File: src/rtl/spa_pkg.sv
// Shared types and constants for the serial panel register access block.
package spa_pkg;

  // command selector codes
  localparam logic [1:0] FUNC_TICK  = 2'd0;
  localparam logic [1:0] FUNC_READ  = 2'd1;
  localparam logic [1:0] FUNC_WRITE = 2'd2;

  // frame header bytes
  localparam logic [7:0] CMD_INDEX = 8'h70;
  localparam logic [7:0] CMD_WRITE = 8'h72;
  localparam logic [7:0] CMD_READ  = 8'h73;

  // index of the last bit in a frame
  localparam logic [4:0] LAST_BIT = 5'd23;

  localparam int FRAME_W = 24;

  // one tick of input
  typedef struct packed {
    logic [1:0]  func;
    logic [15:0] reg_index;
    logic [15:0] write_data;
    logic        miso_bit;
  } tick_in_t;

  // one tick of result
  typedef struct packed {
    logic                sck;
    logic                mosi;
    logic                select_n;
    logic                busy_res;
    logic                done_res;
    logic [FRAME_W-1:0]  read_frame;
    logic                rejected;
  } tick_out_t;

endpackage

File: src/rtl/spa_core.sv
// Sequencer state and per-tick next-state logic for the serial access.
module spa_core (
  input  logic              clk,
  input  logic              rst,
  input  logic              step,
  input  spa_pkg::tick_in_t tick_in,
  output spa_pkg::tick_out_t tick_out
);

  logic        active, active_next;
  logic        is_read, is_read_next;
  logic        frame_number, frame_number_next;
  logic [4:0]  bit_count, bit_count_next;
  logic        half_bit, half_bit_next;
  logic [23:0] out_shift, out_shift_next;
  logic [23:0] in_shift, in_shift_next;
  logic [15:0] held_data, held_data_next;
  logic        clock_level, clock_level_next;
  logic        select_level, select_level_next;

  logic cmd;

  assign cmd = (tick_in.func == spa_pkg::FUNC_READ) || (tick_in.func == spa_pkg::FUNC_WRITE);

  // compute one tick of the sequencer
  always_comb begin
    active_next       = active;
    is_read_next      = is_read;
    frame_number_next = frame_number;
    bit_count_next    = bit_count;
    half_bit_next     = half_bit;
    out_shift_next    = out_shift;
    in_shift_next     = in_shift;
    held_data_next    = held_data;
    clock_level_next  = clock_level;
    select_level_next = select_level;

    tick_out            = '0;
    tick_out.rejected   = active && cmd;

    // start an access when idle
    if (!active && cmd) begin
      active_next       = 1'b1;
      is_read_next      = (tick_in.func == spa_pkg::FUNC_READ);
      frame_number_next = 1'b0;
      bit_count_next    = '0;
      half_bit_next     = 1'b0;
      held_data_next    = tick_in.write_data;
      out_shift_next    = {spa_pkg::CMD_INDEX, tick_in.reg_index};
      in_shift_next     = '0;
    end

    // run one half bit
    if (active_next) begin
      tick_out.mosi = out_shift_next[23];
      if (!half_bit_next) begin
        clock_level_next  = 1'b0;
        select_level_next = 1'b0;
        half_bit_next     = 1'b1;
      end else begin
        in_shift_next    = {in_shift_next[22:0], tick_in.miso_bit};
        out_shift_next   = {out_shift_next[22:0], 1'b0};
        clock_level_next = 1'b1;
        half_bit_next    = 1'b0;
        if (bit_count_next >= spa_pkg::LAST_BIT) begin
          select_level_next = 1'b1;
          bit_count_next    = '0;
          if (!frame_number_next) begin
            frame_number_next = 1'b1;
            out_shift_next    = is_read_next ? {spa_pkg::CMD_READ, 16'h0000}
                                             : {spa_pkg::CMD_WRITE, held_data_next};
            in_shift_next     = '0;
          end else begin
            frame_number_next   = 1'b0;
            active_next         = 1'b0;
            tick_out.done_res   = 1'b1;
            tick_out.read_frame = is_read_next ? in_shift_next : '0;
          end
        end else begin
          bit_count_next = bit_count_next + 5'd1;
        end
      end
    end

    tick_out.sck      = clock_level_next;
    tick_out.select_n = select_level_next;
    tick_out.busy_res = active_next;
  end

  // advance state on each tick
  always_ff @(posedge clk) begin
    if (rst) begin
      active       <= 1'b0;
      is_read      <= 1'b0;
      frame_number <= 1'b0;
      bit_count    <= '0;
      half_bit     <= 1'b0;
      out_shift    <= '0;
      in_shift     <= '0;
      held_data    <= '0;
      clock_level  <= 1'b1;
      select_level <= 1'b1;
    end else if (step) begin
      active       <= active_next;
      is_read      <= is_read_next;
      frame_number <= frame_number_next;
      bit_count    <= bit_count_next;
      half_bit     <= half_bit_next;
      out_shift    <= out_shift_next;
      in_shift     <= in_shift_next;
      held_data    <= held_data_next;
      clock_level  <= clock_level_next;
      select_level <= select_level_next;
    end
  end

  // select is only driven low inside an access
  a_select_busy: assert property (@(posedge clk) disable iff (rst)
    !select_level |-> active)
    else $error("select low while idle");

  // bit counter never runs past the last bit
  a_bit_range: assert property (@(posedge clk) disable iff (rst)
    bit_count <= spa_pkg::LAST_BIT)
    else $error("bit counter out of range");

  // the start tick runs the first half of bit 0 of the first frame
  a_start_frame: assert property (@(posedge clk) disable iff (rst)
    $rose(active) |-> !frame_number && half_bit && (bit_count == 5'd0))
    else $error("access started mid frame");

endmodule

File: src/rtl/spi_panel_register_access.sv
// Top level: input and result registers around the serial access sequencer.
// Path: a tick's input transfer is captured in the input register, stepped through the
// sequencer and captured in the result register when the result slot is free.
// Throughput: one tick per cycle unless m_tready stalls; the input register, the
// single-pass step logic and the result register each take one tick per cycle.
// Reset (rst, synchronous): sequencer idle, serial clock and select high,
// both stream stages empty.
module spi_panel_register_access (
  input  logic        clk,
  input  logic        rst,
  input  logic        s_tvalid,
  output logic        s_tready,
  input  logic [39:0] s_tdata,   // reg_index[15:0], write_data[31:16], miso_bit[32], zeros
  input  logic [1:0]  s_tuser,   // func[1:0]
  output logic        m_tvalid,
  input  logic        m_tready,
  output logic [31:0] m_tdata,   // sck[0], mosi[1], select_n[2], busy_res[3],
                                 // read_frame[27:4], rejected[28], zeros
  output logic        m_tlast    // done_res
);

  logic               in_valid;
  spa_pkg::tick_in_t  in_reg;
  logic               step;
  spa_pkg::tick_out_t step_out;
  spa_pkg::tick_out_t out_reg;

  // step when an input is held and the result slot is free
  assign step     = in_valid && (!m_tvalid || m_tready);
  assign s_tready = !in_valid || step;

  // hold one input transfer
  always_ff @(posedge clk) begin
    if (rst) begin
      in_valid <= 1'b0;
    end else if (s_tready) begin
      in_valid <= s_tvalid;
    end
  end

  always_ff @(posedge clk) begin
    if (s_tready && s_tvalid) begin
      in_reg.func       <= s_tuser;
      in_reg.reg_index  <= s_tdata[15:0];
      in_reg.write_data <= s_tdata[31:16];
      in_reg.miso_bit   <= s_tdata[32];
    end
  end

  spa_core u_core (
    .clk      (clk),
    .rst      (rst),
    .step     (step),
    .tick_in  (in_reg),
    .tick_out (step_out)
  );

  // hold the result until taken
  always_ff @(posedge clk) begin
    if (rst) begin
      m_tvalid <= 1'b0;
    end else if (!m_tvalid || m_tready) begin
      m_tvalid <= in_valid;
    end
  end

  always_ff @(posedge clk) begin
    if (step) begin
      out_reg <= step_out;
    end
  end

  assign m_tdata = {3'b000, out_reg.rejected, out_reg.read_frame, out_reg.busy_res,
                    out_reg.select_n, out_reg.mosi, out_reg.sck};
  assign m_tlast = out_reg.done_res;

  // a finished access is never still busy
  a_done_idle: assert property (@(posedge clk) disable iff (rst)
    m_tvalid && m_tlast |-> !m_tdata[3])
    else $error("done while busy");

  // captured frame only shows with done
  a_frame_done: assert property (@(posedge clk) disable iff (rst)
    m_tvalid && (m_tdata[27:4] != 24'h0) |-> m_tlast)
    else $error("read frame without done");

  // serial clock is only low during an access
  a_sck_busy: assert property (@(posedge clk) disable iff (rst)
    m_tvalid && !m_tdata[0] |-> m_tdata[3])
    else $error("clock low while idle");

endmodule

File: config.mk
export PLATFORM = sky130hd
export DESIGN_NAME = spi_panel_register_access
export DESIGN_NICKNAME = d
export VERILOG_FILES = /design/src/rtl/spa_pkg.sv /design/src/rtl/spa_core.sv /design/src/rtl/spi_panel_register_access.sv
export SDC_FILE = /design/constraint.sdc
export NUM_CORES = 1
export LEC_CHECK = 0
export ABC_AREA = 1
export BUFFER_PORTS_ARGS = -buffer_cell sky130_fd_sc_hd__buf_2
export CAP_MARGIN = 0
export CORE_ASPECT_RATIO = 1.25
export CORE_MARGIN = 2
export CORE_UTILIZATION = 50
export DETAILED_ROUTE_END_ITERATION = 6
export PLACE_DENSITY_LB_ADDON = 0.15
export RECOVER_POWER = 25
export SLEW_MARGIN = 30
export SYNTH_ARGS = -nofsm -noshare
export SYNTH_HDL_FRONTEND = slang
export SYNTH_SLANG_ARGS = --single-unit
File: constraint.sdc
create_clock -name clk -period 3 [get_ports clk]
set_input_delay 0.45 -clock clk [delete_from_list [all_inputs] [get_ports clk]]
set_output_delay 0.45 -clock clk [all_outputs]
set_load 0.01 [all_outputs]
==> reports/results.ini <==
[timing]
period_share_pct=83.0
hold_viol=0
fin_crit_ps=2490
slew_violations=0
fin_worst_skew_ps=5.63
fin_hold_ws_ps=207
rsz0062_at_grt=no
max_freq_mhz=402
finalSetupViolations=0
slew_headroom_pct=59.1
finalSetupTns_ps=0
worst_pin_slew_ps=613

[synth]
synth_top_area_share_pct=31.0
synth_commonest_cells=131 x nand2_1, 97 x o21ai_0, 76 x dfxtp_1
synth_area_per_cell_sq_um=8.94
seq_area_frac_synth_pct=55.1
yosysTopAreaCell=edfxtp_1
synth_area_sq_mm=0.00630
synth_ff_type=dfxtp_1
yosys-top-cells-area=edfxtp_1 31%, dfxtp_1 24%, nand2_1 7.8%
synth_edf_count=65
ys_ff_latch=141
yosysMostFrequentCell=nand2_1
syn_inst=705
ys_warn_count=0
synth_cell_types=33
synthArstFlopShare_pct=0

[finish]
fin_nets=803
ff_latch_area_sq_mm=0.00347
multiInputGateArea_sq_mm=0.00243
drive_above_1_share_pct=18.9
largest_reg_flops=35
diodes=0
syn_to_final_growth_pct=17.2
n_fill_cell=1049

[clocking]
htree_num_levels=4
cts_resized=0
post_cts_buffers=0
cts_buffer_depth=2
cts_tree=yes
clk_pin_slew_ps=60
cts_buffers=17
hold_buffers=0
clock_sinks=141
cts_root_buf=clkbuf_16
clk_latency_ps=410

[detailed_routing]
drt_first_iter_violations=295
dr.pass1.iters=6
vias=5077
avgViaCountPerCell=5.45
ant_nets=0
wl_per_cell_um=14.1
routed_wl_um=13100
remaining_drc_errors=0

[global_route]
grt_pass1_vias=4815
grt_max_degree=80
grt_antenna_before_repair=0
overflow=0
grt_pass1_wl_um=22100
grt_usage_pct=20.3

[critical_path]
crit_arrival_ps=2750
ff2ff_setup_slack_ps=510
path_max_fanout=16
r2r_start=in_reg[33]
worstSetupStartpointType=flop
startpoint=in_reg[33]
crit_path_end_kind=flop
worstSetupPathType=flop to flop
worstPathRequired_ps=3260

[pwr]
vdd_drop_max_uv=365
comb_power_share_pct=10.1
power.switching_mw=1.18
clockPowerShare_pct=46.2
p_int_mw=3.82
leakage_nw=2.89
netSwitchingFraction_pct=23.6
p_per_area_mw_per_mm2=677
seq_power_share_pct=43.6

[floorplanning]
ios=81
rows=45
die_height_um=130
placeableCoreArea_sq_mm=0.0122
die_x_um=104
initial_utilization_pct=51.6
dieArea_sq_mm=0.0135

[place]
io_buffer_count=70
hpwl_um=8040
finalWeightedCongestion=0.870

[hold_path]
min-delay-start=s_tuser[0]
hold_class=input pin to flop

[status]
status=finished clean

[run]
drv_cap=0

cell families (layout without fill, tap and decap cells):
kind of cell,Yosys count,count (layout),synth area share (%)
and+or+nand+nor,265,265,20.8
AOI/OAI and AO/OA,200,200,16.9
DFF,141,141,55.1
buffers and inverters,95,155,6.57
adders and majority gates,3,3,0.596
other,1,3,0.0595
final timing paths:
kind                                              to  cells after the start
worst max-delay path                     m_tdata[26]                     11
worst min register to register  u_core.out_shift[19]                      2
worst max register to register           m_tdata[26]                     11
worst min-delay path                      in_reg[33]                      1
power by group through the flow:
stage | combinational [mW] | sequential [mW] | clock, mW
after floorplan | 0.369 | 2.22 | 0
after global placement | 0.494 | 2.21 | 0
after detailed placement | 0.507 | 2.22 | 0
after CTS | 0.512 | 2.18 | 2.35
after global routing | 0.575 | 2.19 | 2.44
final | 0.506 | 2.18 | 2.31
area by class of cell:
cell class	instances	share of cell area [%]
clock buffers	21	6.67
clock inverters	11	2.42
inverters	39	2.00
multi-input cells	471	32.8
flip-flops and latches	141	47.0
well taps	164	2.78
repair buffers	84	6.30
stage by stage:
step | power, mW | instances | setup WS, ps | utilization (%) | cell area [sq um]
after floorplan | 2.58 | 707 | 580 | - | 6310
after global placement | 2.71 | 899 | 598 | 55.2 | 6750
after detailed placement | 2.73 | 899 | 524 | 55.2 | 6750
after CTS | 5.05 | 931 | 502 | 60.7 | 7420
after global routing | 5.21 | 931 | 277 | 60.5 | 7390
final | 5.00 | 931 | 511 | 60.5 | 7390
critical path, stage by stage (launching register included):
cell,delay [ps]
edfxtp_1,360
ha_1,380
nor2_4,50
nor2_1,200
ha_1,230
nand3_2,110
nand2_4,100
nand2_2,100
nor2_4,150
nand3_4,240
buf_4,300
nor3_2,110
per-layer routing:
layer | part of all wire [%] | vias up | track usage, % | routed length (um)
met1 | 43 | 2363 | 23.7 | 5580
met3 | 4.5 | 20 | 4.38 | 595
met4 | 1.7 | 0 | 8.74 | 219
li1 | - | 2555 | - | -
met2 | 51 | 139 | 36.2 | 6700
met5 | 0 | - | 0 | 0
cells in the final DEF, fill, tap and decap left out, types with 2 or more instances in the layout:
cell type | synthesis | routed
a211oi_1 | 2 | 2
a21oi_1 | 31 | 31
a31oi_1 | 42 | 42
buf_12 | 0 | 3
buf_2 | 22 | 51
buf_4 | 4 | 10
bufinv_16 | 0 | 4
clkbuf_1 | 26 | 21
clkbuf_16 | 0 | 19
clkinv_4 | 0 | 5
clkinvlp_4 | 0 | 2
conb_1 | 1 | 3
dfxtp_1 | 76 | 76
edfxtp_1 | 65 | 65
ha_1 | 3 | 3
inv_1 | 33 | 33
inv_2 | 6 | 5
nand2_1 | 131 | 130
nand2_2 | 3 | 4
nand2_4 | 2 | 2
nand3_1 | 29 | 29
nand3_4 | 2 | 2
nand4_1 | 16 | 16
nor2_1 | 38 | 38
nor2_4 | 2 | 2
nor3_1 | 4 | 4
nor3_2 | 19 | 19
o21ai_0 | 97 | 97
o21ai_1 | 26 | 26
or2_0 | 2 | 2
or2_2 | 14 | 14
Note: power is estimated with default switching activity, not from simulation.
